==> src/rtl/u8u16_pkg.sv <==
// shared types and constants for the utf-8 to utf-16 transcoder
// no dependencies; used by every module under rtl

package u8u16_pkg;

   // input beat: one byte of utf-8 text
   typedef struct packed {
      logic [7:0] data_byte;
      logic       end_of_text;
   } req_type;

   // result beat: one utf-16 code unit or an error mark
   typedef struct packed {
      logic [15:0] code_unit;
      logic        is_error;
      logic        is_last;
   } rsp_type;

   // decoded event passed from front to back; one or two result beats
   typedef struct packed {
      logic        two_results;
      logic        is_error;
      logic        is_last;
      logic [15:0] unit0;
      logic [15:0] unit1;
   } event_type;

   localparam logic [7:0]  LEAD2_MASK   = 8'hE0;
   localparam logic [7:0]  LEAD2_CODE   = 8'hC0;
   localparam logic [7:0]  LEAD3_MASK   = 8'hF0;
   localparam logic [7:0]  LEAD3_CODE   = 8'hE0;
   localparam logic [7:0]  LEAD4_MASK   = 8'hF8;
   localparam logic [7:0]  LEAD4_CODE   = 8'hF0;
   localparam logic [7:0]  CONT_MASK    = 8'hC0;
   localparam logic [7:0]  CONT_CODE    = 8'h80;
   localparam logic [20:0] CP_MAX       = 21'h10FFFF;
   localparam logic [20:0] CP_BMP_MAX   = 21'h00FFFF;
   localparam logic [20:0] CP_SUPP_BASE = 21'h010000;
   localparam logic [15:0] HI_SURR_BASE = 16'hD800;
   localparam logic [15:0] LO_SURR_BASE = 16'hDC00;

endpackage

==> src/rtl/u8u16_front.sv <==
// front end: byte decoder state machine, turns accepted bytes into events
// depends on u8u16_pkg

module u8u16_front (
   input  logic                  clock,
   input  logic                  reset,
   input  logic                  accept,
   input  u8u16_pkg::req_type    req,
   output logic                  push,
   output u8u16_pkg::event_type  evt
);

   logic [1:0]  pending_ff;
   logic [1:0]  pending_in;
   logic [20:0] partial_ff;
   logic [20:0] partial_in;
   logic        discarding_ff;
   logic        discarding_in;

   always_comb begin
      logic [7:0]  b;
      logic        eot;
      logic        bad;
      logic        done;
      logic [20:0] cp;
      logic [20:0] shifted;
      logic [20:0] v;
      b       = req.data_byte;
      eot     = req.end_of_text;
      bad     = 1'b0;
      done    = 1'b0;
      cp      = '0;
      shifted = {partial_ff[14:0], b[5:0]};
      v       = '0;

      pending_in    = pending_ff;
      partial_in    = partial_ff;
      discarding_in = discarding_ff;
      push          = 1'b0;
      evt           = '0;

      if (discarding_ff) begin
         if (eot) begin
            push          = accept;
            evt.is_error  = 1'b1;
            evt.is_last   = 1'b1;
            discarding_in = 1'b0;
            pending_in    = '0;
            partial_in    = '0;
         end
      end else begin
         if (pending_ff == 2'd0) begin
            if (!b[7]) begin
               cp   = {13'd0, b};
               done = 1'b1;
            end else if ((b & u8u16_pkg::LEAD2_MASK) == u8u16_pkg::LEAD2_CODE) begin
               pending_in = 2'd1;
               partial_in = {16'd0, b[4:0]};
            end else if ((b & u8u16_pkg::LEAD3_MASK) == u8u16_pkg::LEAD3_CODE) begin
               pending_in = 2'd2;
               partial_in = {17'd0, b[3:0]};
            end else if ((b & u8u16_pkg::LEAD4_MASK) == u8u16_pkg::LEAD4_CODE) begin
               pending_in = 2'd3;
               partial_in = {18'd0, b[2:0]};
            end else begin
               bad = 1'b1;
            end
         end else begin
            if ((b & u8u16_pkg::CONT_MASK) != u8u16_pkg::CONT_CODE) begin
               bad = 1'b1;
            end else begin
               partial_in = shifted;
               pending_in = pending_ff - 2'd1;
               if (pending_ff == 2'd1) begin
                  cp         = shifted;
                  partial_in = '0;
                  done       = 1'b1;
               end
            end
         end

         if (done && (cp > u8u16_pkg::CP_MAX)) bad = 1'b1;
         if (!done && eot) bad = 1'b1;

         v = cp - u8u16_pkg::CP_SUPP_BASE;

         if (bad) begin
            push            = accept;
            evt.is_error    = 1'b1;
            evt.is_last     = eot;
            evt.two_results = eot;
            pending_in      = '0;
            partial_in      = '0;
            discarding_in   = !eot;
         end else if (done) begin
            push        = accept;
            evt.is_last = eot;
            if (cp <= u8u16_pkg::CP_BMP_MAX) begin
               evt.unit0 = cp[15:0];
            end else begin
               evt.two_results = 1'b1;
               evt.unit0       = u8u16_pkg::HI_SURR_BASE + {6'd0, v[19:10]};
               evt.unit1       = u8u16_pkg::LO_SURR_BASE + {6'd0, v[9:0]};
            end
         end
      end
   end

   always_ff @(posedge clock) begin
      if (reset) begin
         pending_ff    <= '0;
         partial_ff    <= '0;
         discarding_ff <= 1'b0;
      end else if (accept) begin
         pending_ff    <= pending_in;
         partial_ff    <= partial_in;
         discarding_ff <= discarding_in;
      end
   end

endmodule

==> src/rtl/u8u16_queue.sv <==
// short event queue between front and back ends
// depends on u8u16_pkg

module u8u16_queue #(
   parameter int DEPTH = 4
) (
   input  logic                  clock,
   input  logic                  reset,
   input  logic                  push,
   input  u8u16_pkg::event_type  push_evt,
   input  logic                  pop,
   output u8u16_pkg::event_type  head_evt,
   output logic                  not_empty,
   output logic                  full
);

   localparam int PTR_W = (DEPTH > 1) ? $clog2(DEPTH) : 1;
   localparam int CNT_W = $clog2(DEPTH + 1);
   localparam logic [PTR_W-1:0] LAST_PTR = PTR_W'(DEPTH - 1);
   localparam logic [CNT_W-1:0] FULL_CNT = CNT_W'(DEPTH);

   u8u16_pkg::event_type entry_ff [DEPTH];
   logic [PTR_W-1:0] wr_ptr_ff;
   logic [PTR_W-1:0] wr_ptr_in;
   logic [PTR_W-1:0] rd_ptr_ff;
   logic [PTR_W-1:0] rd_ptr_in;
   logic [CNT_W-1:0] count_ff;
   logic [CNT_W-1:0] count_in;

   assign not_empty = (count_ff != '0);
   assign full      = (count_ff == FULL_CNT);
   assign head_evt  = entry_ff[rd_ptr_ff];

   always_comb begin
      wr_ptr_in = wr_ptr_ff;
      rd_ptr_in = rd_ptr_ff;
      count_in  = count_ff;
      if (push) wr_ptr_in = (wr_ptr_ff == LAST_PTR) ? '0 : wr_ptr_ff + 1'b1;
      if (pop)  rd_ptr_in = (rd_ptr_ff == LAST_PTR) ? '0 : rd_ptr_ff + 1'b1;
      if (push && !pop) count_in = count_ff + 1'b1;
      else if (pop && !push) count_in = count_ff - 1'b1;
   end

   always_ff @(posedge clock) begin
      if (reset) begin
         wr_ptr_ff <= '0;
         rd_ptr_ff <= '0;
         count_ff  <= '0;
      end else begin
         wr_ptr_ff <= wr_ptr_in;
         rd_ptr_ff <= rd_ptr_in;
         count_ff  <= count_in;
      end
   end

   always_ff @(posedge clock) begin
      if (push) entry_ff[wr_ptr_ff] <= push_evt;
   end

endmodule

==> src/rtl/u8u16_back.sv <==
// back end: expands events into result beats through an output register
// depends on u8u16_pkg

module u8u16_back (
   input  logic                  clock,
   input  logic                  reset,
   input  u8u16_pkg::event_type  head_evt,
   input  logic                  evt_valid,
   output logic                  pop,
   output logic                  rsp_valid,
   input  logic                  rsp_stall,
   output u8u16_pkg::rsp_type    rsp
);

   logic                  rsp_valid_ff;
   logic                  rsp_valid_in;
   u8u16_pkg::rsp_type    rsp_ff;
   u8u16_pkg::rsp_type    rsp_in;
   logic                  second_ff;
   logic                  second_in;
   logic                  load;

   assign load      = !rsp_valid_ff || !rsp_stall;
   assign rsp_valid = rsp_valid_ff;
   assign rsp       = rsp_ff;

   always_comb begin
      rsp_valid_in = rsp_valid_ff;
      rsp_in       = rsp_ff;
      second_in    = second_ff;
      pop          = 1'b0;
      if (load) begin
         rsp_valid_in = evt_valid;
         if (evt_valid) begin
            rsp_in.is_error = head_evt.is_error;
            if (second_ff) begin
               rsp_in.code_unit = head_evt.unit1;
               rsp_in.is_last   = head_evt.is_last;
               second_in        = 1'b0;
               pop              = 1'b1;
            end else if (head_evt.two_results) begin
               rsp_in.code_unit = head_evt.unit0;
               rsp_in.is_last   = 1'b0;
               second_in        = 1'b1;
            end else begin
               rsp_in.code_unit = head_evt.unit0;
               rsp_in.is_last   = head_evt.is_last;
               pop              = 1'b1;
            end
         end
      end
   end

   always_ff @(posedge clock) begin
      if (reset) begin
         rsp_valid_ff <= 1'b0;
         second_ff    <= 1'b0;
      end else begin
         rsp_valid_ff <= rsp_valid_in;
         second_ff    <= second_in;
      end
   end

   always_ff @(posedge clock) begin
      rsp_ff <= rsp_in;
   end

endmodule

==> src/rtl/utf8_to_utf16_transcoder_unit.sv <==
// top level of the utf-8 to utf-16 transcoder
// depends on u8u16_pkg, u8u16_front, u8u16_queue, u8u16_back
//
// usage
//   req channel: one utf-8 byte per beat, end_of_text set on the final byte
//   rsp channel: one utf-16 code unit per beat; is_last marks the final beat
//     of a text; a malformed text yields an error beat, then nothing until the
//     final byte, which yields an error beat with is_last set
// timing
//   a byte's first result beat is registered in the event queue, then in the
//   output register, before rsp offers it
//   throughput: one byte and one result beat per cycle unless stalled; a code
//   point above 0xffff gives a surrogate pair that holds the output for two beats
//   the event queue (QUEUE_DEPTH entries) absorbs those extra beats and rsp
//   stalls; req_stall rises only while the queue is full
// reset
//   synchronous, active high; clears the decoder state, the queue and the
//   output register, so the next byte starts a new text
// stalls
//   while rsp_stall is high the output beat holds steady; the front keeps
//   taking bytes until the queue fills

module utf8_to_utf16_transcoder_unit #(
   parameter int QUEUE_DEPTH = 4
) (
   input  logic                clock,
   input  logic                reset,
   input  logic                req_valid,
   output logic                req_stall,
   input  u8u16_pkg::req_type  req,
   output logic                rsp_valid,
   input  logic                rsp_stall,
   output u8u16_pkg::rsp_type  rsp
);

   logic                  req_accept;
   logic                  push;
   logic                  pop;
   logic                  full;
   logic                  not_empty;
   u8u16_pkg::event_type  push_evt;
   u8u16_pkg::event_type  head_evt;

   // front may take a byte whenever the queue has a free slot
   assign req_stall  = full;
   assign req_accept = req_valid && !full;

   // byte decoder
   u8u16_front u_front (
      .clock  (clock),
      .reset  (reset),
      .accept (req_accept),
      .req    (req),
      .push   (push),
      .evt    (push_evt)
   );

   // decoupling queue
   u8u16_queue #(
      .DEPTH (QUEUE_DEPTH)
   ) u_queue (
      .clock     (clock),
      .reset     (reset),
      .push      (push),
      .push_evt  (push_evt),
      .pop       (pop),
      .head_evt  (head_evt),
      .not_empty (not_empty),
      .full      (full)
   );

   // result expansion and output register
   u8u16_back u_back (
      .clock     (clock),
      .reset     (reset),
      .head_evt  (head_evt),
      .evt_valid (not_empty),
      .pop       (pop),
      .rsp_valid (rsp_valid),
      .rsp_stall (rsp_stall),
      .rsp       (rsp)
   );

endmodule

==> config.mk <==
export PLATFORM = sky130hd
export DESIGN_NAME = utf8_to_utf16_transcoder_unit
export DESIGN_NICKNAME = d
export VERILOG_FILES = /design/src/rtl/u8u16_pkg.sv /design/src/rtl/u8u16_front.sv /design/src/rtl/u8u16_queue.sv /design/src/rtl/u8u16_back.sv /design/src/rtl/utf8_to_utf16_transcoder_unit.sv
export SDC_FILE = /design/constraint.sdc
export NUM_CORES = 1
export LEC_CHECK = 0
export BUFFER_PORTS_ARGS = -buffer_cell sky130_fd_sc_hd__buf_2
export CAP_MARGIN = 40
export CORE_UTILIZATION = 25
export CTS_CLUSTER_SIZE = 30
export DETAILED_ROUTE_END_ITERATION = 7
export PLACE_DENSITY_LB_ADDON = 0.3
export SKIP_LAST_GASP = 1
export SYNTH_ARGS = -nofsm -noshare
export SYNTH_HDL_FRONTEND = slang
export SYNTH_SLANG_ARGS = --single-unit
==> constraint.sdc <==
create_clock -name clock -period 8.1 [get_ports clock]
set_input_delay 0.81 -clock clock [delete_from_list [all_inputs] [get_ports clock]]
set_output_delay 0.81 -clock clock [all_outputs]
set_load 0.03 [all_outputs]
# ---- Yosys cells after proc, flatten, opt, wreduce, memory -nomap -nowiden
# Memories as Yosys holds them, arrays and structs flattened. A register that Yosys moved wholly into a read port is not among the register bits.
# Index checks and enable logic that the tools add are counted.
dict set report op_classes {
  order_cmp 2
  n_eq_ne 12
  n_mux 75
  n_addsub 8
  n_reduce_logical 18
}
# cell n
set op_table {}
lappend op_table {{two-way mux 15 bit} 10}
lappend op_table {{two-way mux 21 bit} 4}
lappend op_table {{two-way mux 32 bit} 2}
lappend op_table {{two-way mux 16 bit} 3}
lappend op_table {{two-way mux 1 bit} 37}
lappend op_table {{two-way mux 33 bit} 1}
lappend op_table {{adder 15 x 11 -> 16 bit (first input constant)} 2}
lappend op_table {{two-way mux 2 bit} 15}
lappend op_table {{> comparator 21 bit (second input constant)} 1}
lappend op_table {{less-or-equal comparator 21 x 16 -> 1 bit (second input constant)} 1}
lappend op_table {{subtractor 20 x 17 -> 20 bit (second input constant)} 1}
lappend op_table {{logical NOT 1 bit} 7}
lappend op_table {{two-way mux 7 bit} 1}
lappend op_table {{equality test 3 bit (second input constant)} 2}
lappend op_table {{two-way mux 3 bit} 2}
lappend op_table {{!= test 6 x 5 -> 1 bit (second input constant)} 1}
lappend op_table {{equality test 5 bit (second input constant)} 1}
lappend op_table {{logical AND 1 bit} 5}
lappend op_table {{AND reduction 5 bit} 1}
lappend op_table {{adder 2 x 1 -> 2 bit (second input constant)} 2}
lappend op_table {{equality test 2 bit (second input constant)} 2}
lappend op_table {{equality test 4 bit (second input constant)} 1}
lappend op_table {{!= test 2 bit (second input constant)} 2}
lappend op_table {{!= test 4 x 2 -> 1 bit (second input constant)} 1}
lappend op_table {{10 further kinds} 10}
dict set report word_totals {
  n_memories 1
  input_bits 13
  ram_bits 140
  ff_bits 45
  word_cells 127
  output_inout_bits 20
}
# memory depth width rd rd_ports_with_merged_regs wr line_no
set memory_table {}
lappend memory_table {u_queue.entry_ff 4 35 1 1 1 u8u16_queue.sv:22} ;# u8u16_pkg::event_type entry_ff [DEPTH];

# ---- Depth between registers and ports, before layout
# Gate-level depths: netlist (run 1).
dict set report depth {
  depth_word 16
  depth_mapped 14
}

# ---- By module
# Synthesis (run 1) repeated with hierarchy kept, for this count alone.
dict set report unflattened {
  cells_unflattened 470
  hier_area_um2 7940.1
}
# mod seq_area_each_um2 cells_per_inst n_inst area_per_inst_um2
set by_module_without_submodules {}
lappend by_module_without_submodules {u8u16_queue 4384.2 227 1 5544.1}
lappend by_module_without_submodules {u8u16_front 360.3 195 1 1541.5}
lappend by_module_without_submodules {u8u16_back 580.6 47 1 840.8}
lappend by_module_without_submodules {utf8_to_utf16_transcoder_unit 0.0 1 1 13.8}

# ---- Least setup slack after synthesis (run 1)
# Ideal clock, no wire load.
dict set report synth_timing {
  path_type {input-to-reg}
  start {input port req[8] (netlist name)}
  end {memory u_queue.entry_ff[0][24] (netlist name), data pin}
  setup_slack_ps 4487
  n_path_buf 3
  cell_stages 12
  arrival_ps 3340
  setup_ps 273
  cell_sequence {buf_2 nand2b_1 nor3b_1 clkbuf_1 buf_1 nand2_1 ha_1 nand2b_1 a21oi_1 a32oi_4 a21oi_1 a2111oi_1}
}
# item line_no
set synth_rtl {}
lappend synth_rtl {{start, declared} utf8_to_utf16_transcoder_unit.sv:30} ;# input u8u16_pkg::req_type req,
lappend synth_rtl {{end, declared} u8u16_queue.sv:22}

==> metrics.md, run 1 <==
| Metric | Value |
|---|---|
| Worst VDD drop | `143 uV` |
| Req. time, crit path | `8220 ps` |
| Max Clock Skew | `roughly 8.4 ps` |
| Worst-margin pin slew | `between 700 and 800 ps` |
| Relative slew slack | `0.504` |
| Largest net degree at the start of global routing | `31` |
| Max-slew violation count | `0` |
| Leak | `2.72 nW` |
| Avg Cell Area, Syn | `~16 sq um` |
| Seq cells post-synth | `~170` |
| Reg2reg start | `u_front.pending_ff[0]$_SDFFE_PP0P_` |
| Pre-CTS setup slack | `approximately 4100 ps` |
| 1st-pass router iterations | `4` |
| DR vias | `3784` |
| Hold Crit Class | `reg2reg` |
| Nets | `498` |
| Highest metal used | `met4` |
| GPL Wtd Cong | `0.852` |
| Post-DP HPWL | `around 10 mm` |
| Setup ws final | `4480 ps` |
| Worst Setup Start Kind | `input port` |
| IO Port Bufs | `32` |
| I/O Pins | `33` |
| CTS root buffer | `clkbuf_16` |
| Pwr dens | `between 300 and 400 nW/um^2` |
| Routed Wire Length | `roughly 15 mm` |
| Overall power | `about 0.0025 W` |
| TritonCTS Buffers | `17` |
| Register area share after synthesis | `0.678` |
| First-pass GRT wire length | `~23 mm` |
| Vias in the first global route | `3990` |
| Iteration-0 DRC count of the detailed router | `about 230` |
| Critical path launch point | `req[7]` |
| Post-route met1 wirelength | `6.88 mm` |
| Post-synthesis async set-or-reset flop share | `0` |
| Drt drc | `0` |
| RSZ-0062 raised after global routing | `false` |
| Tmin final | `between 3000 and 4000 ps` |
| Critical Path Sink Type | `register` |
| Commonest register cell after synthesis | `edfxtp_1` |
| Postcts setup bufs | `0` |
| Grt ovf | `0` |
| Ratio of cells with drive above 1 in the final layout | `0.263` |
| GR Util All Layers | `0.109` |
| Post-synth top area cell | `edfxtp_1` |
| Fin crit share | `0.447` |
| Core area | `~27000 sq um` |
| Area grow syn2layout | `17.5%` |
| Post-synth EDFFs | `138` |
| Met2 wire length | `6.90 mm` |
| Leading post-synthesis cells by cell area | `edfxtp_1, mux4_2, dfxtp_1` |
| CTS tree | `done` |
| WP data arrival | `3740 ps` |
| Skew-Pair Late Insertion Delay | `420 ps` |
| Mapped Cells | `roughly 440` |
| Post-synthesis cell type count | `55` |
| Height of the die | `approximately 170 um` |
| Antenna Nets Post-Route | `0` |
| CP max FO | `15` |
| # diodes | `0` |
| Hold_sp | `u_back.rsp_valid$_SDFFE_PP0P_` |
| CTS Hold Buffers Added | `0` |
| Mapped Area | `6970 sq um` |
| Outcome | `finished clean` |
| Hold Fails Final Rpt | `0` |
| Final setup vio count | `0` |
| Die span in x | `approximately 170 um` |
| Cts repair resizes | `0` |
| Routed wire length on met3 | `737 um` |
| Maxcap violations | `0` |
| Clk sink count | `167` |
| Setup TNS | `0 ps` |
| Fin util | `0.301` |
| Max Fclk | `roughly 280 MHz` |
| Antenna violations before repair | `0` |
| Clk slew on worst S/H paths | `around 60 ps` |
| Crit Path Category | `in2reg` |
| H-tree Lvls | `4` |
| Full die area | `between 20000 and 30000 sq um` |
| Synth Net Count | `458` |
| Yosys warnings | `0` |
| Synth top area share | `0.595` |
| Initial Utilization | `0.256` |
| Bufs on Longest Clock Path | `2` |
| FP Rows | `60` |
| Vias per std cell | `approximately 4.4` |
| Drt wl/cell | `between 15 and 20 um` |
-- cell usage after synthesis (all sizes together), types with 4 or more instances --
| cell type | n |
|---|---|
| nor2b | 6 |
| clkbuf | 11 |
| nand3 | 13 |
| nand2 | 24 |
| mux2i | 4 |
| nor4 | 4 |
| mux2 | 10 |
| nor3 | 8 |
| edfxtp | 138 |
| ha | 7 |
| nor3b | 4 |
| inv | 15 |
| a21oi | 15 |
| buf | 12 |
| a211oi | 5 |
| a22o | 13 |
| dfxtp | 29 |
| and2 | 4 |
| nor2 | 27 |
| mux4 | 30 |
| o21ai | 15 |
-- worst max-delay path: stages --
cell       delay, ps
buf_2            150
nand4bb_4        270
or4_4            550
nor3_1           490
a32o_1           700
nor2_1           110
a2111oi_1        670
-- kinds of logic (layout without fill, tap and decap cells) --
family,count (synthesis),in the layout,synth area share
and+or+nand+nor,109,109,0.0844
buffers and inverters,38,91,0.0260
DFF,167,167,0.678
adders and majority gates,8,8,0.0154
muxes,44,44,0.119
AOI/OAI and AO/OA,68,68,0.0733
xor gates and xnor gates,3,3,0.00377
-- registers in the layout (all words and copies together), names as in the netlist, named ones only --
signal	count
u_back.rsp_valid	1
u_queue.count_ff	3
u_back.rsp	18
u_queue.entry_ff	120
u_back.second_ff	1
u_queue.wr_ptr_ff	2
u_queue.rd_ptr_ff	2
u_front.discarding_ff	1
u_front.partial_ff	15
u_front.pending_ff	2
-- report_power, final --
group          internal, W  switching (W)
combinational     0.000280       0.000396
sequential         0.00108      0.0000390
clock             0.000416       0.000321
-- final cells by class --
class	instances	area, sq um
clock inverter	15	114
multi-input combinational	232	2070
inverter	15	56.3
tap	372	465
clock buffer	17	425
fill	2734	19000
sequential	167	4730
timing repair buffer	44	325
-- worst paths after layout --
kind / endpoint / cells after the start / slack, ps
hold reg to reg: u_back.rsp_valid$_SDFFE_PP0P_ / 2 / 480
hold / removal: u_back.rsp_valid$_SDFFE_PP0P_ / 2 / 480
setup reg to reg: u_queue.entry_ff[1][22]$_DFFE_PP_ / 6 / 4500
setup / recovery: u_queue.entry_ff[1][22]$_DFFE_PP_ / 7 / 4480
-- routing by layer --
| metal | global-route usage | vias up |
|---|---|---|
| li1 | - | 1791 |
| met1 | 0.145 | 1897 |
| met2 | 0.171 | 84 |
| met3 | 0.0269 | 12 |
| met4 | 0.0403 | 0 |
| met5 | 0 | - |
-- per-stage QoR --
step / instances / hold WS [ps] / instance area (sq um)
2_1_floorplan: 437 / 457 / 6970
3_3_place_gp: 821 / 466 / 7500
3_5_place_dp: 830 / 476 / 7640
4_1_cts: 862 / 486 / 8180
5_1_grt: 862 / 513 / 8180
6_report: 862 / 477 / 8180
-- cell usage in the layout (no fill, tap or decap), types with 4 or more instances in the layout --
master      synthesis  routed
nand3_1            13      13
clkbuf_16           0      17
o21ai_0            15      15
nor3_1              8       8
mux2_2             10      10
mux2i_1             4       4
nor2_1             27      27
a211oi_2            4       4
ha_1                7       7
a21oi_1            15      15
buf_2               4      33
and2_2              0       4
dfxtp_1            29      28
clkinvlp_4          0       5
clkinv_1            0       5
buf_4               1       5
nor2b_1             6       6
edfxtp_1          138     138
a22o_1             13      13
inv_1              15      15
nand2_1            23      23
buf_12              0       4
mux4_2             30      30
Power figures use the tool's default switching activity.
==> run 2: changes to the inputs <==
==> constraint.sdc (replaced) <==
create_clock -name clock -period 2.9 [get_ports clock]
set_input_delay 0.29 -clock clock [delete_from_list [all_inputs] [get_ports clock]]
set_output_delay 0.29 -clock clock [all_outputs]
set_load 0.03 [all_outputs]
==> run 2 against run 1 <==
Effect of this change: first-iteration DRC count rose by 5.2%; clock power rose to 3.0 times the previous value; clock skew is 0.57 ps higher; register-to-register slack got worse by 4400 ps; non-clock buffer count rose by 35; count of clock-buffer cells in the layout unchanged; critical path depth is 1 lower; hold slack got worse by 350 ps; setup slack got worse by 4400 ps; wire length shrank 0.29%; total power increased to 2.9 times the previous value; critical path type is now reg2reg.
==> metrics.md, run 2 (synthesis gave the netlist of run 1 again) <==
| Metric | Value |
|---|---|
| 1st-pass router iterations | `5 (+1)` |
| Drt wl/cell | `16.3 um (-4.3%)` |
| WP data arrival | `3020 ps (-720 ps)` |
| First-pass GRT wire length | `22.9 mm (+0.46%)` |
| Max Fclk | `352 MHz` |
| FP Rows | `60 (unchanged)` |
| Hold path depth | `3 (+1)` |
| Hold Crit Class | `in2reg` |
| Vias per std cell | `4.40 (+0.18%)` |
| Relative slew slack | `0.518 (+0.0143)` |
| Commonest non-fill, non-tap cell in the layout | `edfxtp_1` |
| Leak | `2.93 nW (+7.7%)` |
| CP max stage delay | `590 ps (-110 ps)` |
| Final Non-Filler Cells | `898 (+4.2%)` |
| Die span in x | `169 um (unchanged)` |
| Worst Setup Start Kind | `register` |
| Iteration-0 DRC count of the detailed router | `245 (+5.2%)` |
| Tmin final | `roughly 2800 ps` |
| Fin crit share | `0.978` |
| Nets | `534 (+7.2%)` |
| Post-route met1 wirelength | `6.97 mm (+1.2%)` |
| Highest metal used | `met4` |
| Vias in the first global route | `4134 (+3.6%)` |
| Largest net degree at the start of global routing | `31 (unchanged)` |
| CP max-delay cell | `o21ai_0` |
| CTS Hold Buffers Added | `0 (unchanged)` |
| Bufs on Longest Clock Path | `2 (unchanged)` |
| Skew-Pair Late Insertion Delay | `420 ps (about the same)` |
| CTS tree | `done` |
| Hold_sp | `rsp_stall` |
| Max reg flops | `120 (unchanged)` |
| Final setup vio count | `0 (unchanged)` |
| Critical Path Sink Type | `register` |
| Routed Wire Length | `14.7 mm (-0.29%)` |
| Antenna Nets Post-Route | `0 (unchanged)` |
| Critical Path, Cell by Cell | `or4_1 > o21ai_0 > a32o_1 > buf_4 > nand2_1 > a211oi_2` |
| Req. time, crit path | `3080 ps (-5140 ps)` |
| Post-place instance area | `7830 sq um (+2.5%)` |
| TritonCTS Buffers | `17 (unchanged)` |
| Delay-heaviest family, CP | `compound AO/OA/AOI/OAI gates` |
| CP max FO | `8 (-7)` |
| I/O Pins | `33 (unchanged)` |
| Clk slew on worst S/H paths | `70 ps (about the same)` |
| Overall power | `0.00725 W (+190%)` |
| Most frequent cells in the layout | `edfxtp_1, buf_4, buf_2` |
| Post-DP HPWL | `9.62 mm (-1.9%)` |
| Placed insts | `861 (+3.7%)` |
| Outcome | `finished clean` |
| Maxcap violations | `0 (unchanged)` |
| Met2 wire length | `6.98 mm (+1.1%)` |
| Final instance area | `8520 sq um (+4.1%)` |
| Routed wire length on met3 | `610 um (-17%)` |
| Largest Register | `u_queue.entry_ff` |
| Worst R2R Setup Slack | `60 ps (-4440 ps)` |
| Pwr dens | `852 nW/um^2 (+180%)` |
| Full die area | `28500 sq um (unchanged)` |
| GR Util All Layers | `0.107 (-0.00156)` |
| Area grow syn2layout | `22.2%` |
| Drt drc | `0 (unchanged)` |
| Worst-margin pin slew | `715 ps (-22.4 ps)` |
| R2R depth | `6 (unchanged)` |
| Worst VDD drop | `380 uV (+170%)` |
| Grt ovf | `0 (unchanged)` |
| Worst path buffer plus inverter count | `1 (unchanged)` |
| Core area | `27200 sq um (unchanged)` |
| Max Clock Skew | `8.97 ps (+0.573 ps)` |
| Initial Utilization | `0.256 (unchanged)` |
| Height of the die | `169 um (unchanged)` |
| DR vias | `3949 (+4.4%)` |
| Ratio of cells with drive above 1 in the final layout | `0.337 (+0.0732)` |
| Clk sink count | `167 (unchanged)` |
| Fill cell count | `2717 (-0.62%)` |
| CTS root buffer | `clkbuf_16` |
| IO Port Bufs | `32 (unchanged)` |
| Antenna violations before repair | `0 (unchanged)` |
| Max-slew violation count | `0 (unchanged)` |
| Hold path endpoint | `u_back.rsp_valid$_SDFFE_PP0P_` |
| Reg2reg start | `u_front.partial_ff[10]$_SDFFE_PP0P_` |
| Hold Fails Final Rpt | `0 (unchanged)` |
| Crit Path Category | `reg2reg` |
| # diodes | `0 (unchanged)` |
| Hold WS | `131 ps (-346 ps)` |
| R2R Path End | `u_queue.entry_ff[0][18]$_DFFE_PP_` |
| H-tree Lvls | `4 (unchanged)` |
| GPL Wtd Cong | `0.840 (-1.4%)` |
run 2: layer usage:
layer  vias to the layer above  track usage
met5                         -            0
met4                         0       0.0383
met3                         4       0.0281
met2                        82        0.170
met1                      1992        0.141
li1                       1871            -
run 2: how the worst max path moves through the flow:
stage                     slack, ps  cells after the start                                 to                                start
after global routing             -3                      6  u_queue.entry_ff[0][18]$_DFFE_PP_  u_front.partial_ff[10]$_SDFFE_PP0P_
after global placement            7                      8  u_queue.entry_ff[0][23]$_DFFE_PP_                               req[7]
after detailed placement       -120                      8   u_queue.entry_ff[3][8]$_DFFE_PP_                               req[7]
after floorplan                 -90                     11  u_queue.entry_ff[0][24]$_DFFE_PP_   u_front.pending_ff[0]$_SDFFE_PP0P_
final                            60                      6  u_queue.entry_ff[0][18]$_DFFE_PP_  u_front.partial_ff[10]$_SDFFE_PP0P_
after CTS                        30                      7  u_queue.entry_ff[2][20]$_DFFE_PP_   u_front.pending_ff[1]$_SDFFE_PP0P_
run 2: power breakdown:
group	switching, W	internal (W)
Combinational	0.00111	0.000796
Sequential	0.000100	0.00301
Clock	0.000944	0.00129
Total	0.00216	0.00510
run 2: metrics by stage:
| step | TNS, ps | util | setup WS (ps) |
|---|---|---|---|
| after global routing | -5.78 | 0.313 | -2.86 |
| after CTS | 0 | 0.311 | 26.7 |
| after global placement | 0 | 0.287 | 7.07 |
| after detailed placement | -1920 | 0.288 | -121 |
| after floorplan | -753 | - | -94.1 |
| final | 0 | 0.313 | 62.8 |
run 2: tightest hold or removal path: stages:
cell	delay, ps
buf_2	110
nand2_1	60
a21oi_1	50
run 2: final cells by class:
| cell class | instances | area, sq um | share of cell area |
|---|---|---|---|
| inverter | 15 | 56.3 | 0.00661 |
| timing repair buffer | 79 | 546 | 0.0641 |
| multi-input combinational | 233 | 2130 | 0.250 |
| clock buffer | 17 | 425 | 0.0500 |
| tap | 372 | 465 | 0.0547 |
| clock inverter | 15 | 165 | 0.0194 |
| sequential | 167 | 4730 | 0.555 |
run 2: what timing repair did:
action                     4_1_cts  5_1_grt
pin swaps                        0        2
resized for setup                3        7
buffers inserted                 0        4
cloned                           0        1
setup endpoints to repair       12       33
